[src/hw/rtl/nvf_pkg.sv]
package nvf_pkg;

  // Input and output formats
  localparam int unsigned UNIFORM_BITS  = 32;
  localparam int unsigned OUT_FRAC_BITS = 28;
  localparam int unsigned UNI_SHIFT     = 32 - UNIFORM_BITS;
  localparam int unsigned OUT_SHIFT     = 28 - OUT_FRAC_BITS;

  // Operand widths of the shared multiplier
  localparam int unsigned MUL_A_W = 33;
  localparam int unsigned MUL_B_W = 32;
  localparam int unsigned MUL_P_W = MUL_A_W + MUL_B_W;

  // Tail handling: first tail index, last index, doubling count limit
  localparam logic [4:0] TAIL_FIRST_IDX = 5'd6;
  localparam logic [4:0] IDX_MAX        = 5'd31;
  localparam logic [5:0] TAIL_LAST_STEP = 6'd32;

  // Decimal scales used to round the tables into Q4.28
  localparam logic [63:0] Q28 = 64'd268435456;
  localparam logic [63:0] E1  = 64'd10;
  localparam logic [63:0] E5  = 64'd100000;
  localparam logic [63:0] E6  = 64'd1000000;
  localparam logic [63:0] E7  = 64'd10000000;
  localparam logic [63:0] E8  = 64'd100000000;
  localparam logic [63:0] E9  = 64'd1000000000;
  localparam logic [63:0] E10 = 64'd10000000000;

  localparam logic [31:0] TAB_A [32] = '{
    32'((64'd0 * Q28 + E1 / 2) / E1),
    32'((64'd3917609 * Q28 + E8 / 2) / E8),
    32'((64'd7841241 * Q28 + E8 / 2) / E8),
    32'((64'd11777 * Q28 + E5 / 2) / E5),
    32'((64'd1573107 * Q28 + E7 / 2) / E7),
    32'((64'd1970991 * Q28 + E7 / 2) / E7),
    32'((64'd2372021 * Q28 + E7 / 2) / E7),
    32'((64'd2776904 * Q28 + E7 / 2) / E7),
    32'((64'd3186394 * Q28 + E7 / 2) / E7),
    32'((64'd36013 * Q28 + E5 / 2) / E5),
    32'((64'd4022501 * Q28 + E7 / 2) / E7),
    32'((64'd4450965 * Q28 + E7 / 2) / E7),
    32'((64'd4887764 * Q28 + E7 / 2) / E7),
    32'((64'd5334097 * Q28 + E7 / 2) / E7),
    32'((64'd5791322 * Q28 + E7 / 2) / E7),
    32'((64'd626099 * Q28 + E6 / 2) / E6),
    32'((64'd6744898 * Q28 + E7 / 2) / E7),
    32'((64'd7245144 * Q28 + E7 / 2) / E7),
    32'((64'd7764218 * Q28 + E7 / 2) / E7),
    32'((64'd8305109 * Q28 + E7 / 2) / E7),
    32'((64'd8871466 * Q28 + E7 / 2) / E7),
    32'((64'd9467818 * Q28 + E7 / 2) / E7),
    32'((64'd100999 * Q28 + E5 / 2) / E5),
    32'((64'd1077516 * Q28 + E6 / 2) / E6),
    32'((64'd1150349 * Q28 + E6 / 2) / E6),
    32'((64'd1229859 * Q28 + E6 / 2) / E6),
    32'((64'd1318011 * Q28 + E6 / 2) / E6),
    32'((64'd1417797 * Q28 + E6 / 2) / E6),
    32'((64'd1534121 * Q28 + E6 / 2) / E6),
    32'((64'd167594 * Q28 + E5 / 2) / E5),
    32'((64'd1862732 * Q28 + E6 / 2) / E6),
    32'((64'd2153875 * Q28 + E6 / 2) / E6)
  };

  localparam logic [31:0] TAB_D [31] = '{
    32'((64'd0 * Q28 + E1 / 2) / E1),
    32'((64'd0 * Q28 + E1 / 2) / E1),
    32'((64'd0 * Q28 + E1 / 2) / E1),
    32'((64'd0 * Q28 + E1 / 2) / E1),
    32'((64'd0 * Q28 + E1 / 2) / E1),
    32'((64'd2636843 * Q28 + E7 / 2) / E7),
    32'((64'd2425085 * Q28 + E7 / 2) / E7),
    32'((64'd2255674 * Q28 + E7 / 2) / E7),
    32'((64'd2116342 * Q28 + E7 / 2) / E7),
    32'((64'd1999243 * Q28 + E7 / 2) / E7),
    32'((64'd1899108 * Q28 + E7 / 2) / E7),
    32'((64'd1812252 * Q28 + E7 / 2) / E7),
    32'((64'd1736014 * Q28 + E7 / 2) / E7),
    32'((64'd1668419 * Q28 + E7 / 2) / E7),
    32'((64'd1607967 * Q28 + E7 / 2) / E7),
    32'((64'd1553497 * Q28 + E7 / 2) / E7),
    32'((64'd1504094 * Q28 + E7 / 2) / E7),
    32'((64'd1459026 * Q28 + E7 / 2) / E7),
    32'((64'd14177 * Q28 + E5 / 2) / E5),
    32'((64'd1379632 * Q28 + E7 / 2) / E7),
    32'((64'd1344418 * Q28 + E7 / 2) / E7),
    32'((64'd1311722 * Q28 + E7 / 2) / E7),
    32'((64'd128126 * Q28 + E6 / 2) / E6),
    32'((64'd1252791 * Q28 + E7 / 2) / E7),
    32'((64'd1226109 * Q28 + E7 / 2) / E7),
    32'((64'd1201036 * Q28 + E7 / 2) / E7),
    32'((64'd1177417 * Q28 + E7 / 2) / E7),
    32'((64'd1155119 * Q28 + E7 / 2) / E7),
    32'((64'd1134023 * Q28 + E7 / 2) / E7),
    32'((64'd1114027 * Q28 + E7 / 2) / E7),
    32'((64'd1095039 * Q28 + E7 / 2) / E7)
  };

  localparam logic [31:0] TAB_T [31] = '{
    32'((64'd7673828 * Q28 + E10 / 2) / E10),
    32'((64'd230687 * Q28 + E8 / 2) / E8),
    32'((64'd3860618 * Q28 + E9 / 2) / E9),
    32'((64'd5438454 * Q28 + E9 / 2) / E9),
    32'((64'd70507 * Q28 + E7 / 2) / E7),
    32'((64'd8708396 * Q28 + E9 / 2) / E9),
    32'((64'd1042357 * Q28 + E8 / 2) / E8),
    32'((64'd1220953 * Q28 + E8 / 2) / E8),
    32'((64'd1408125 * Q28 + E8 / 2) / E8),
    32'((64'd1605579 * Q28 + E8 / 2) / E8),
    32'((64'd181529 * Q28 + E7 / 2) / E7),
    32'((64'd2039573 * Q28 + E8 / 2) / E8),
    32'((64'd2281177 * Q28 + E8 / 2) / E8),
    32'((64'd2543407 * Q28 + E8 / 2) / E8),
    32'((64'd2830296 * Q28 + E8 / 2) / E8),
    32'((64'd3146822 * Q28 + E8 / 2) / E8),
    32'((64'd3499233 * Q28 + E8 / 2) / E8),
    32'((64'd3895483 * Q28 + E8 / 2) / E8),
    32'((64'd4345878 * Q28 + E8 / 2) / E8),
    32'((64'd4864035 * Q28 + E8 / 2) / E8),
    32'((64'd5468334 * Q28 + E8 / 2) / E8),
    32'((64'd6184222 * Q28 + E8 / 2) / E8),
    32'((64'd7047983 * Q28 + E8 / 2) / E8),
    32'((64'd8113195 * Q28 + E8 / 2) / E8),
    32'((64'd9462444 * Q28 + E8 / 2) / E8),
    32'((64'd1123001 * Q28 + E7 / 2) / E7),
    32'((64'd136498 * Q28 + E6 / 2) / E6),
    32'((64'd1716886 * Q28 + E7 / 2) / E7),
    32'((64'd2276241 * Q28 + E7 / 2) / E7),
    32'((64'd330498 * Q28 + E6 / 2) / E6),
    32'((64'd5847031 * Q28 + E7 / 2) / E7)
  };

  localparam logic [31:0] TAB_H [31] = '{
    32'((64'd3920617 * Q28 + E8 / 2) / E8),
    32'((64'd3932705 * Q28 + E8 / 2) / E8),
    32'((64'd3951 * Q28 + E5 / 2) / E5),
    32'((64'd3975703 * Q28 + E8 / 2) / E8),
    32'((64'd4007093 * Q28 + E8 / 2) / E8),
    32'((64'd4045533 * Q28 + E8 / 2) / E8),
    32'((64'd4091481 * Q28 + E8 / 2) / E8),
    32'((64'd4145507 * Q28 + E8 / 2) / E8),
    32'((64'd4208311 * Q28 + E8 / 2) / E8),
    32'((64'd4280748 * Q28 + E8 / 2) / E8),
    32'((64'd4363863 * Q28 + E8 / 2) / E8),
    32'((64'd4458932 * Q28 + E8 / 2) / E8),
    32'((64'd4567523 * Q28 + E8 / 2) / E8),
    32'((64'd4691571 * Q28 + E8 / 2) / E8),
    32'((64'd4833487 * Q28 + E8 / 2) / E8),
    32'((64'd4996298 * Q28 + E8 / 2) / E8),
    32'((64'd5183859 * Q28 + E8 / 2) / E8),
    32'((64'd5401138 * Q28 + E8 / 2) / E8),
    32'((64'd5654656 * Q28 + E8 / 2) / E8),
    32'((64'd595313 * Q28 + E7 / 2) / E7),
    32'((64'd6308489 * Q28 + E8 / 2) / E8),
    32'((64'd6737503 * Q28 + E8 / 2) / E8),
    32'((64'd7264544 * Q28 + E8 / 2) / E8),
    32'((64'd7926471 * Q28 + E8 / 2) / E8),
    32'((64'd8781922 * Q28 + E8 / 2) / E8),
    32'((64'd9930398 * Q28 + E8 / 2) / E8),
    32'((64'd11556 * Q28 + E5 / 2) / E5),
    32'((64'd1404344 * Q28 + E7 / 2) / E7),
    32'((64'd1836142 * Q28 + E7 / 2) / E7),
    32'((64'd2790016 * Q28 + E7 / 2) / E7),
    32'((64'd7010474 * Q28 + E7 / 2) / E7)
  };

  // Algorithm phase between uniforms
  typedef enum logic [2:0] {
    PH_FIRST = 3'd0,
    PH_C60   = 3'd1,
    PH_C80   = 3'd2,
    PH_C70   = 3'd3,
    PH_C40   = 3'd4,
    PH_TSTAR = 3'd5,
    PH_TU    = 3'd6,
    PH_T140  = 3'd7
  } phase_e;

  // Sequencer state within one uniform
  typedef enum logic [2:0] {
    ST_IDLE,
    ST_DISPATCH,
    ST_TAIL,
    ST_MW,
    ST_MB,
    ST_MX,
    ST_EMIT
  } ctl_e;

  // Request to the shared multiplier
  typedef struct packed {
    logic               start;
    logic [MUL_A_W-1:0] op_a;
    logic [MUL_B_W-1:0] op_b;
  } mul_req_t;

endpackage

[src/hw/rtl/nvf_mul.sv]
module nvf_mul (
  input  logic                              clk_i,
  input  logic                              rst_ni,
  input  nvf_pkg::mul_req_t                 req_i,
  output logic                              done_o,
  output logic [nvf_pkg::MUL_P_W-1:0]       prod_o
);

  logic [nvf_pkg::MUL_A_W-1:0] a_q;
  logic [nvf_pkg::MUL_B_W-1:0] b_q;
  logic [nvf_pkg::MUL_P_W-1:0] p_q;
  logic                        run_q;
  logic                        done_q;

  // Pipeline the start flag into the run and done flags
  always_ff @(posedge clk_i or negedge rst_ni) begin
    if (!rst_ni) begin
      run_q  <= 1'b0;
      done_q <= 1'b0;
    end else begin
      run_q  <= req_i.start;
      done_q <= run_q;
    end
  end

  // Capture operands on start, multiply them, register the product
  always_ff @(posedge clk_i) begin
    if (req_i.start) begin
      a_q <= req_i.op_a;
      b_q <= req_i.op_b;
    end
    if (run_q) begin
      p_q <= {{nvf_pkg::MUL_B_W{1'b0}}, a_q} * {{nvf_pkg::MUL_A_W{1'b0}}, b_q};
    end
  end

  assign done_o = done_q;
  assign prod_o = p_q;

endmodule

[src/hw/rtl/normal_variate_forsythe_fl_core.sv]
// Standard normal deviate generator, Ahrens-Dieter FL method.
// Input channel: uniform_word_i with in_valid_i / in_ready_o, one Q0.32
// uniform per transaction. Output channel: deviate_o, signed Q4.28,
// with out_valid_o / out_ready_i. A deviate takes a variable number of
// uniforms; uniforms that do not finish a deviate produce no output.
// Each uniform needs only compares, one multiply, or two dependent
// multiplies, all on the one shared multiplier. The first uniform of a
// tail deviate also runs the doubling loop, one step per cycle, up to 33
// steps, before its two multiplies. A deviate that is ready is held in
// res_q and then loaded into the output register. in_ready_o is high
// only while the sequencer is idle. If the receiver stalls, the finished
// deviate holds in the output register and the next uniform is still
// accepted; it waits only if it too finishes a deviate. Reset returns
// the block to awaiting the first uniform of a deviate with no output
// pending.
module normal_variate_forsythe_fl_core (
  input  logic        clk_i,
  input  logic        rst_ni,
  input  logic [31:0] uniform_word_i,
  input  logic        in_valid_i,
  output logic        in_ready_o,
  output logic signed [31:0] deviate_o,
  output logic        out_valid_o,
  input  logic        out_ready_i
);

  nvf_pkg::ctl_e   ctl_q, ctl_d;
  nvf_pkg::phase_e phase_q, phase_d;
  logic        neg_q, neg_d;
  logic [4:0]  idx_q, idx_d;
  logic [31:0] base_q, base_d;
  logic [31:0] ustar_q, ustar_d;
  logic [31:0] w_q, w_d;
  logic [31:0] bound_q, bound_d;
  logic [31:0] r_q, r_d;
  logic [32:0] tf_q, tf_d;
  logic [5:0]  cnt_q, cnt_d;
  logic [31:0] res_q, res_d;
  logic [31:0] out_q, out_d;
  logic        out_valid_q, out_valid_d;

  nvf_pkg::mul_req_t                mreq;
  logic                             mdone;
  logic [nvf_pkg::MUL_P_W-1:0]      mprod;

  // First-uniform decode
  logic        f_neg;
  logic [32:0] f_v;
  logic [4:0]  f_i;
  logic [32:0] f_ustar;
  logic [4:0]  f_im1;
  logic [4:0]  k_c60;
  logic [4:0]  slot;
  logic [33:0] tf2;
  logic [4:0]  idx_nx;
  logic [31:0] mw;
  logic [31:0] mbound;
  logic [31:0] qsum;
  logic [31:0] emit_w;
  logic [31:0] emit_y;
  logic [31:0] emit_mag;
  logic [31:0] emit_res;

  nvf_mul u_mul (
    .clk_i  (clk_i),
    .rst_ni (rst_ni),
    .req_i  (mreq),
    .done_o (mdone),
    .prod_o (mprod)
  );

  always_comb begin
    f_neg   = r_q > 32'h8000_0000;
    f_v     = {r_q, 1'b0} - (f_neg ? 33'h1_0000_0000 : 33'h0);
    f_i     = f_v[32] ? nvf_pkg::IDX_MAX : f_v[31:27];
    f_ustar = f_v[32] ? 33'h1_0000_0000 : {1'b0, f_v[26:0], 5'b0};
    f_im1   = f_i - 5'd1;
    k_c60   = (idx_q == 5'd0) ? 5'd1 : idx_q;
    slot    = k_c60 - 5'd1;
    tf2     = {tf_q, 1'b0};
    mw      = mprod[63:32];
    mbound  = (mprod[63:56] != 8'd0) ? 32'hFFFF_FFFF : mprod[55:24];
    qsum    = base_q + {1'b0, mw[31:1]};
  end

  // Sign and scale a finished deviate
  always_comb begin
    emit_w   = (ctl_q == nvf_pkg::ST_MX) ? mw : w_q;
    emit_y   = base_q + emit_w;
    emit_mag = emit_y >> nvf_pkg::OUT_SHIFT;
    emit_res = neg_q ? (32'd0 - emit_mag) : emit_mag;
  end

  // Sequencer: next state and datapath updates
  always_comb begin
    ctl_d       = ctl_q;
    phase_d     = phase_q;
    neg_d       = neg_q;
    idx_d       = idx_q;
    base_d      = base_q;
    ustar_d     = ustar_q;
    w_d         = w_q;
    bound_d     = bound_q;
    r_d         = r_q;
    tf_d        = tf_q;
    cnt_d       = cnt_q;
    res_d       = res_q;
    out_d       = out_q;
    out_valid_d = out_valid_q;
    mreq        = '0;
    idx_nx      = idx_q;
    in_ready_o  = 1'b0;

    // Drop the output once taken
    if (out_valid_q && out_ready_i) begin
      out_valid_d = 1'b0;
    end

    unique case (ctl_q)
      nvf_pkg::ST_IDLE: begin
        in_ready_o = 1'b1;
        if (in_valid_i) begin
          r_d   = uniform_word_i << nvf_pkg::UNI_SHIFT;
          ctl_d = nvf_pkg::ST_DISPATCH;
        end
      end

      nvf_pkg::ST_DISPATCH: begin
        ctl_d = nvf_pkg::ST_IDLE;
        unique case (phase_q)
          nvf_pkg::PH_FIRST: begin
            neg_d = f_neg;
            if (f_i != 5'd0) begin
              idx_d  = f_i;
              base_d = nvf_pkg::TAB_A[f_im1];
              if ({3'b0, f_ustar} <= {nvf_pkg::TAB_T[f_im1], 4'b0}) begin
                ustar_d = f_ustar[31:0];
                phase_d = nvf_pkg::PH_C60;
              end else begin
                mreq.start = 1'b1;
                mreq.op_a  = f_ustar - {1'b0, nvf_pkg::TAB_T[f_im1][27:0], 4'b0};
                mreq.op_b  = nvf_pkg::TAB_H[f_im1];
                ctl_d      = nvf_pkg::ST_MX;
              end
            end else begin
              idx_d  = nvf_pkg::TAIL_FIRST_IDX;
              base_d = nvf_pkg::TAB_A[nvf_pkg::IDX_MAX];
              tf_d   = f_ustar;
              cnt_d  = 6'd0;
              ctl_d  = nvf_pkg::ST_TAIL;
            end
          end
          nvf_pkg::PH_C60: begin
            mreq.start = 1'b1;
            mreq.op_a  = {1'b0, r_q};
            mreq.op_b  = nvf_pkg::TAB_A[k_c60] - base_q;
            ctl_d      = nvf_pkg::ST_MW;
          end
          nvf_pkg::PH_C80, nvf_pkg::PH_TU: begin
            if (ustar_q >= r_q) begin
              bound_d = r_q;
              phase_d = (phase_q == nvf_pkg::PH_TU) ? nvf_pkg::PH_TSTAR : nvf_pkg::PH_C70;
            end else begin
              phase_d = (phase_q == nvf_pkg::PH_TU) ? nvf_pkg::PH_T140 : nvf_pkg::PH_C40;
            end
          end
          nvf_pkg::PH_C70, nvf_pkg::PH_TSTAR: begin
            ustar_d = r_q;
            if (r_q > bound_q) begin
              res_d = emit_res;
              ctl_d = nvf_pkg::ST_EMIT;
            end else begin
              phase_d = (phase_q == nvf_pkg::PH_TSTAR) ? nvf_pkg::PH_TU : nvf_pkg::PH_C80;
            end
          end
          nvf_pkg::PH_C40: begin
            ustar_d = r_q;
            if ({4'b0, r_q} <= {nvf_pkg::TAB_T[slot], 4'b0}) begin
              phase_d = nvf_pkg::PH_C60;
            end else begin
              mreq.start = 1'b1;
              mreq.op_a  = {1'b0, r_q} - {1'b0, nvf_pkg::TAB_T[slot][27:0], 4'b0};
              mreq.op_b  = nvf_pkg::TAB_H[slot];
              ctl_d      = nvf_pkg::ST_MX;
            end
          end
          nvf_pkg::PH_T140: begin
            mreq.start = 1'b1;
            mreq.op_a  = {1'b0, r_q};
            mreq.op_b  = nvf_pkg::TAB_D[slot];
            ctl_d      = nvf_pkg::ST_MW;
          end
          default: ;
        endcase
      end

      // One doubling per cycle; stop on overflow or after the last step
      nvf_pkg::ST_TAIL: begin
        cnt_d = cnt_q + 6'd1;
        if (tf2[32]) begin
          mreq.start = 1'b1;
          mreq.op_a  = {1'b0, tf2[31:0]};
          mreq.op_b  = nvf_pkg::TAB_D[idx_q - 5'd1];
          ctl_d      = nvf_pkg::ST_MW;
        end else begin
          tf_d = tf2[32:0];
          if (idx_q < nvf_pkg::IDX_MAX) begin
            base_d = base_q + nvf_pkg::TAB_D[idx_q - 5'd1];
            idx_nx = idx_q + 5'd1;
          end
          idx_d = idx_nx;
          if (cnt_q == nvf_pkg::TAIL_LAST_STEP) begin
            mreq.start = 1'b1;
            mreq.op_a  = '0;
            mreq.op_b  = nvf_pkg::TAB_D[idx_nx - 5'd1];
            ctl_d      = nvf_pkg::ST_MW;
          end
        end
      end

      // Product gives w; issue the quadratic bound
      nvf_pkg::ST_MW: begin
        if (mdone) begin
          w_d        = mw;
          mreq.start = 1'b1;
          mreq.op_a  = {1'b0, qsum};
          mreq.op_b  = mw;
          ctl_d      = nvf_pkg::ST_MB;
        end
      end

      nvf_pkg::ST_MB: begin
        if (mdone) begin
          bound_d = mbound;
          ctl_d   = nvf_pkg::ST_IDLE;
          if (phase_q == nvf_pkg::PH_C60) begin
            if (ustar_q > mbound) begin
              res_d = emit_res;
              ctl_d = nvf_pkg::ST_EMIT;
            end else begin
              phase_d = nvf_pkg::PH_C80;
            end
          end else begin
            phase_d = nvf_pkg::PH_TSTAR;
          end
        end
      end

      nvf_pkg::ST_MX: begin
        if (mdone) begin
          res_d = emit_res;
          ctl_d = nvf_pkg::ST_EMIT;
        end
      end

      // Hold until the output register is free
      nvf_pkg::ST_EMIT: begin
        if (!out_valid_q || out_ready_i) begin
          out_d       = res_q;
          out_valid_d = 1'b1;
          phase_d     = nvf_pkg::PH_FIRST;
          ctl_d       = nvf_pkg::ST_IDLE;
        end
      end

      default: ctl_d = nvf_pkg::ST_IDLE;
    endcase
  end

  always_ff @(posedge clk_i or negedge rst_ni) begin
    if (!rst_ni) begin
      ctl_q       <= nvf_pkg::ST_IDLE;
      phase_q     <= nvf_pkg::PH_FIRST;
      neg_q       <= 1'b0;
      idx_q       <= 5'd0;
      base_q      <= 32'd0;
      ustar_q     <= 32'd0;
      w_q         <= 32'd0;
      bound_q     <= 32'd0;
      cnt_q       <= 6'd0;
      out_valid_q <= 1'b0;
    end else begin
      ctl_q       <= ctl_d;
      phase_q     <= phase_d;
      neg_q       <= neg_d;
      idx_q       <= idx_d;
      base_q      <= base_d;
      ustar_q     <= ustar_d;
      w_q         <= w_d;
      bound_q     <= bound_d;
      cnt_q       <= cnt_d;
      out_valid_q <= out_valid_d;
    end
  end

  always_ff @(posedge clk_i) begin
    r_q   <= r_d;
    tf_q  <= tf_d;
    res_q <= res_d;
    out_q <= out_d;
  end

  assign deviate_o   = out_q;
  assign out_valid_o = out_valid_q;

  // A product arrives only while the sequencer waits for one
  a_done_when_waiting: assert property (@(posedge clk_i) disable iff (!rst_ni)
    mdone |-> (ctl_q == nvf_pkg::ST_MW || ctl_q == nvf_pkg::ST_MB ||
               ctl_q == nvf_pkg::ST_MX))
    else $error("multiplier result outside a wait state");

  // An accepted transaction closes the input until it is processed
  a_busy_after_accept: assert property (@(posedge clk_i) disable iff (!rst_ni)
    (in_valid_i && in_ready_o) |=> !in_ready_o)
    else $error("input accepted twice in a row");

  // The doubling loop stays within its index range and step count
  a_tail_bounds: assert property (@(posedge clk_i) disable iff (!rst_ni)
    (ctl_q == nvf_pkg::ST_TAIL) |-> (idx_q >= nvf_pkg::TAIL_FIRST_IDX &&
                                     cnt_q <= nvf_pkg::TAIL_LAST_STEP))
    else $error("tail loop out of range");

  // Loading the output never overwrites a pending deviate
  a_no_overwrite: assert property (@(posedge clk_i) disable iff (!rst_ni)
    (ctl_q == nvf_pkg::ST_EMIT && out_valid_q && !out_ready_i) |=>
      (ctl_q == nvf_pkg::ST_EMIT))
    else $error("pending deviate overwritten");

endmodule

[config.mk]
export PLATFORM = sky130hd
export DESIGN_NAME = normal_variate_forsythe_fl_core
export DESIGN_NICKNAME = d
export VERILOG_FILES = /design/src/hw/rtl/nvf_pkg.sv /design/src/hw/rtl/nvf_mul.sv /design/src/hw/rtl/normal_variate_forsythe_fl_core.sv
export SDC_FILE = /design/constraint.sdc
export NUM_CORES = 2
export LEC_CHECK = 0
export BUFFER_PORTS_ARGS = -buffer_cell sky130_fd_sc_hd__buf_2
export CORE_AREA = 2 2 322 324
export CTS_CLUSTER_SIZE = 24
export DETAILED_ROUTE_END_ITERATION = 8
export DIE_AREA = 0 0 324 326
export PLACE_DENSITY = 0.86
export SLEW_MARGIN = 20
export SYNTH_ARGS = -nofsm -noshare
export SYNTH_HDL_FRONTEND = slang
export SYNTH_SLANG_ARGS = --single-unit
export TNS_END_PERCENT = 5
[constraint.sdc]
create_clock -name clk_i -period 21 [get_ports clk_i]
set_input_delay 4.2 -clock clk_i [delete_from_list [all_inputs] [get_ports clk_i]]
set_output_delay 4.2 -clock clk_i [all_outputs]
set_load 0.005 [all_outputs]
==> results of run 1 <==
-- per-layer routing --
layer | overflow | global-route usage (%)
met1 | 1 | 78.0
met2 | 2 | 89.9
met3 | 0 | 66.4
met4 | 0 | 71.0
met5 | 0 | 52.7
-- stage by stage --
stage               instances  hold slack [ns]
global placement         9574            0.402
floorplan                8516            0.400
CTS                      9650            0.421
detailed placement       9574            0.405
-- cells by family after synthesis --
group	count (synthesis)	share of synthesized area [%]
XOR/XNOR	234	2.88
adder cells (fa/ha/maj)	1540	36.9
flip-flops	380	15.0
multiplexers	54	0.908
other	1	0.00527
AND/OR/NAND/NOR	2669	17.5
buffers and inverters	1686	8.91
AO/OA/AOI/OAI	1952	17.8
==> impl_results.md, run 1 <==
- Yosys reg bits: 380
- Initial core utilization: 69.3%
- Placed cell areas: just over 0.07 mm2
- Cell taking the most area after synthesis: fa_1
- # H-tree levels: 2
- Num CTS Buffers: between 40 and 50
- Seq/Total Area, Yosys: between 10 and 15%
- Share of the synthesized area in the top cell type: approximately a quarter
- CTS Hold Buffers Added: 0
- GRT Total Usage: between 70 and 80%
- Total gr overflow: 3
- Ports: 70
- PortBufs: 69
- Synth Flop Type: edfxtp_1
- Synth top area cells: fa_1 (26%), ha_1 (11%), edfxtp_1 (9.8%)
- Die Span Y: 326 um
- Most frequent cell after synthesis: nand2_1
- Syn_area_per_cell: approximately 8.4 um2
- Mapped Area: 0.0711 mm2
- Resize count post-CTS: 0
- CTS max path bufs: 3
- Failed at: global routing (5_1_grt)
- Yosys cell types: 88
- Postcts setup bufs: 0
- Number of placement rows: approximately 120
- Mapped Cells: 8516
- Ys async rst share: 39.2%
- Initial antenna violation count: 84
- Largest net degree at the start of global routing: 85
- Die Wd: 324 um
- GPL Wtd Cong: approximately 1.2
- Root Driver: clkbuf_16
- Post-DP HPWL: 232000 um
- First Error: [ERROR GRT-0232] Routing congestion too high. Check the congestion heatmap in the GUI.
- Setup WS pre-CTS: 10.10 ns
- Synth cell count leaders: nand2_1 (1152), inv_1 (1114), fa_1 (932), ha_1 (608), a21oi_1 (537)
- Synthesis Warnings: 0
- Post-synth EDFFs: 231
- Syn_nets: between 10000 and 15000
- Clk sink count: 380
- Status: stopped before the end
==> run 2: changes to the inputs <==
--- a/config.mk
+++ b/config.mk
@@ -6,11 +6,10 @@
 export NUM_CORES = 2
 export LEC_CHECK = 0
 export BUFFER_PORTS_ARGS = -buffer_cell sky130_fd_sc_hd__buf_2
-export CORE_AREA = 2 2 322 324
-export CTS_CLUSTER_SIZE = 24
+export CORE_AREA = 2 2 425 427
 export DETAILED_ROUTE_END_ITERATION = 8
-export DIE_AREA = 0 0 324 326
-export PLACE_DENSITY = 0.86
+export DIE_AREA = 0 0 427 429
+export PLACE_DENSITY_LB_ADDON = 0.15
 export SLEW_MARGIN = 20
 export SYNTH_ARGS = -nofsm -noshare
 export SYNTH_HDL_FRONTEND = slang
==> run 2 against run 1 <==
Effect of this change:
- the flow now finishes, with violations (DRC)
- synthesized area unchanged
- synthesized cell count did not move
==> impl_results.md, run 2 <==
- Worst path required time: 21.48 ns
- CTS Hold Buffers Added: 0 (unchanged)
- Clk_skew: 0.0334 ns
- Postcts setup bufs: 0 (unchanged)
- Fmax: 0.0812 GHz
- Hold Path Sink: deviate_o[1]
- Global-route wire length before repair: roughly 460000 um
- Ratio of cells with drive above 1 in the final layout: 5.88%
- Max-cap violations: 0
- Clock tree from TritonCTS: built
- CTS max path bufs: 3 (unchanged)
- Final Cycle Share: 58.6%
- Synthesis Warnings: 0 (unchanged)
- Comb power frac: 0.7%
- Vias/cell: 6.07
- Average wire per standard cell: 29.8 um
- Psw: 0.000401 W
- Pleak: ~36 nW
- Initial core utilization: 39.9% (-29 points)
- CORE AREA: roughly 0.18 mm2
- Total gr overflow: 0
- Number of placement rows: 155 (+31%)
- Clock Power Share: about half
- Hold Path Depth: 0
- Vias in the first global route: 64000
- Ports: 70 (unchanged)
- Min-delay src: res_q[1]
- Synth Flop Type: edfxtp_1
- Initial antenna violation count: 26
- Seq. cell area: 0.0107 mm2
- Syn_nets: 10100 (unchanged)
- Multi-input logic area: 0.0544 mm2
- Synth-to-layout area growth: 6.48%
- Yosys cell types: 88 (unchanged)
- Via count: 64900
- Num CTS Buffers: 47 (+15%)
- Least-Margin Pin Slew: approximately 1.3 ns
- PortBufs: 69 (unchanged)
- Fin. Hold Viols: 0
- Crit path time final: ~12 ns
- GRT Total Usage: 34.4%
- PnR Total Power: 0.00164 W
- Worst IR Drop VDD: roughly 56 uV
- Status: complete, but fails checks
- Share of the synthesized area in the top cell type: 26.2% (unchanged)
- Syn_area_per_cell: 8.35 um2 (unchanged)
- Slew margin rel.: between 10 and 15%
- Cell-internal power: 0.00123 W
- Final setup fails: 0
- Synth cell count leaders: nand2_1 (1152), inv_1 (1114), fa_1 (932), ha_1 (608), a21oi_1 (537)
- Arrival time at the worst endpoint: about 13 ns
- R2r endpoint: ustar_q[12]
- Slew Limit Fails: 0
- Synth top area cells: fa_1 (26%), ha_1 (11%), edfxtp_1 (9.8%)
- Resize count post-CTS: 0 (unchanged)
- 1st-pass router iterations: 9
- Final setup TNS: 0 ns
- Remaining DRCs: 1
- Clk sink count: 380 (unchanged)
- Commonest non-fill, non-tap cell in the layout: nand2_1
- Commonest cells after routing, fill and taps aside: nand2_1 (1150), inv_1 (1114), fa_1 (932)
- DIE AREA: 0.183 mm2
- Root Driver: clkbuf_16
- Crit path max-delay cell type: nor4_2
- Worst-path clk slew: roughly 0.070 ns
- Seq/Total Area, Yosys: 15.0% (unchanged)
- Clock Latency Late Sink: 0.66 ns
- Cell taking the most area after synthesis: fa_1
- Ys async rst share: 39.2% (unchanged)
- Die Wd: 427 um (+32%)
- Crit Path Class: flip-flop to flip-flop
- Failing checks: DRC
- Critical path origin: r_q[27]
- RSZ-0062 raised after global routing: false
- Power Density: about 22 mW/mm2
- GPL Wtd Cong: 1.06 (-9.1%)
- Drt initial violations: 7028
- Switching share of power: 24.5%
- Worst setup EP type: flip-flop
- Mapped Cells: 8516 (unchanged)
- Largest register FFs: 40
- Post-synth EDFFs: 231 (unchanged)
- Filler cells: 18000
- R2r setup slk: 8.69 ns
- Fin nets: 9866
- Yosys reg bits: 380 (unchanged)
- Final ANT Viol Nets: 0
- Most frequent cell after synthesis: nand2_1
- FF-to-FF path depth: 29
- CP Launch Type: flip-flop
- Largest net degree at the start of global routing: 79
- Die Span Y: 429 um (+32%)
- Max incr delay on CP: 0.96 ns
- # H-tree levels: 2 (unchanged)
- Reg2reg start: r_q[27]
- Post-DP HPWL: 246000 um (+5.8%)
- Mapped Area: 0.0711 mm2 (unchanged)
- Routed WL: 319000 um
- Flop pwr share: approximately half
- Hold WC Path Type: flip-flop to flip-flop
- Crit path max fanout: 71
## run 2: cell counts after synthesis
No cell type changed its count.
## run 2: cell type report
| class | instances | share of cell area [%] |
|---|---|---|
| multi-input combinational | 6450 | 71.8 |
| sequential | 380 | 14.1 |
| inverter | 1124 | 5.57 |
| tap | 2355 | 3.89 |
| timing repair buffer | 287 | 2.63 |
| clock buffer | 58 | 1.66 |
| clock inverter | 30 | 0.316 |
| antenna | 12 | 0.0397 |
## run 2: stage by stage
stage | utilization (%) | std cells | setup slack [ns] | instance area (um2) | hold slack [ns]
global placement | 41.7 | 10600 | 9.20 | 74200 | 0.402
CTS | 42.5 | 10700 | 9.08 | 75700 | 0.387
floorplan | - | 8516 | 9.95 | 71100 | 0.400
detailed placement | 41.7 | 10600 | 9.09 | 74200 | 0.405
global route | 42.5 | 10700 | 8.31 | 75700 | 0.401
finish | 42.5 | 10700 | 8.69 | 75700 | 0.399
## run 2: power groups by stage
stage | Combinational (W) | Clock [W] | Sequential, W
floorplan | 0.000000138 | 0 | 0.000803
global placement | 0.0000118 | 0 | 0.000803
detailed placement | 0.0000117 | 0 | 0.000803
CTS | 0.0000117 | 0.000846 | 0.000787
global route | 0.0000128 | 0.000866 | 0.000787
finish | 0.0000115 | 0.000837 | 0.000787
## run 2: cell families after synthesis
kind of cell | share of synthesized area (%)
AND/OR/NAND/NOR | 17.5
AO/OA/AOI/OAI | 17.8
buffers and inverters | 8.91
adder cells (fa/ha/maj) | 36.9
flip-flops | 15.0
XOR/XNOR | 2.88
multiplexers | 0.908
other | 0.00527
## run 2: worst max-delay path by stage
stage | endpoint | slack, ns | cells after the start
after global placement | u_mul.a_q[20] | 9.20 | 28
after floorplan | u_mul.a_q[0] | 9.95 | 31
final | ustar_q[12] | 8.69 | 29
after global routing | ustar_q[14] | 8.31 | 29
after CTS | u_mul.a_q[20] | 9.08 | 28
after detailed placement | ustar_q[12] | 9.09 | 29
## run 2: metal layers
metal	share of wire, %	global-route usage, %
met5	0.039	0
met4	6.0	17.0
met3	9.3	6.99
met1	41	46.9
met2	43	51.9
## run 2: worst max-delay path, delay by kind of cell, from the launching register on
kind / cells / cell delay (ns)
AOI/OAI and AO/OA: 11 / 3.08
buffers and inverters: 7 / 2.65
and+or+nand+nor: 7 / 3.88
adders and majority gates: 4 / 1.98
DFF: 1 / 0.36
Note: power is estimated with default switching activity, not from simulation.
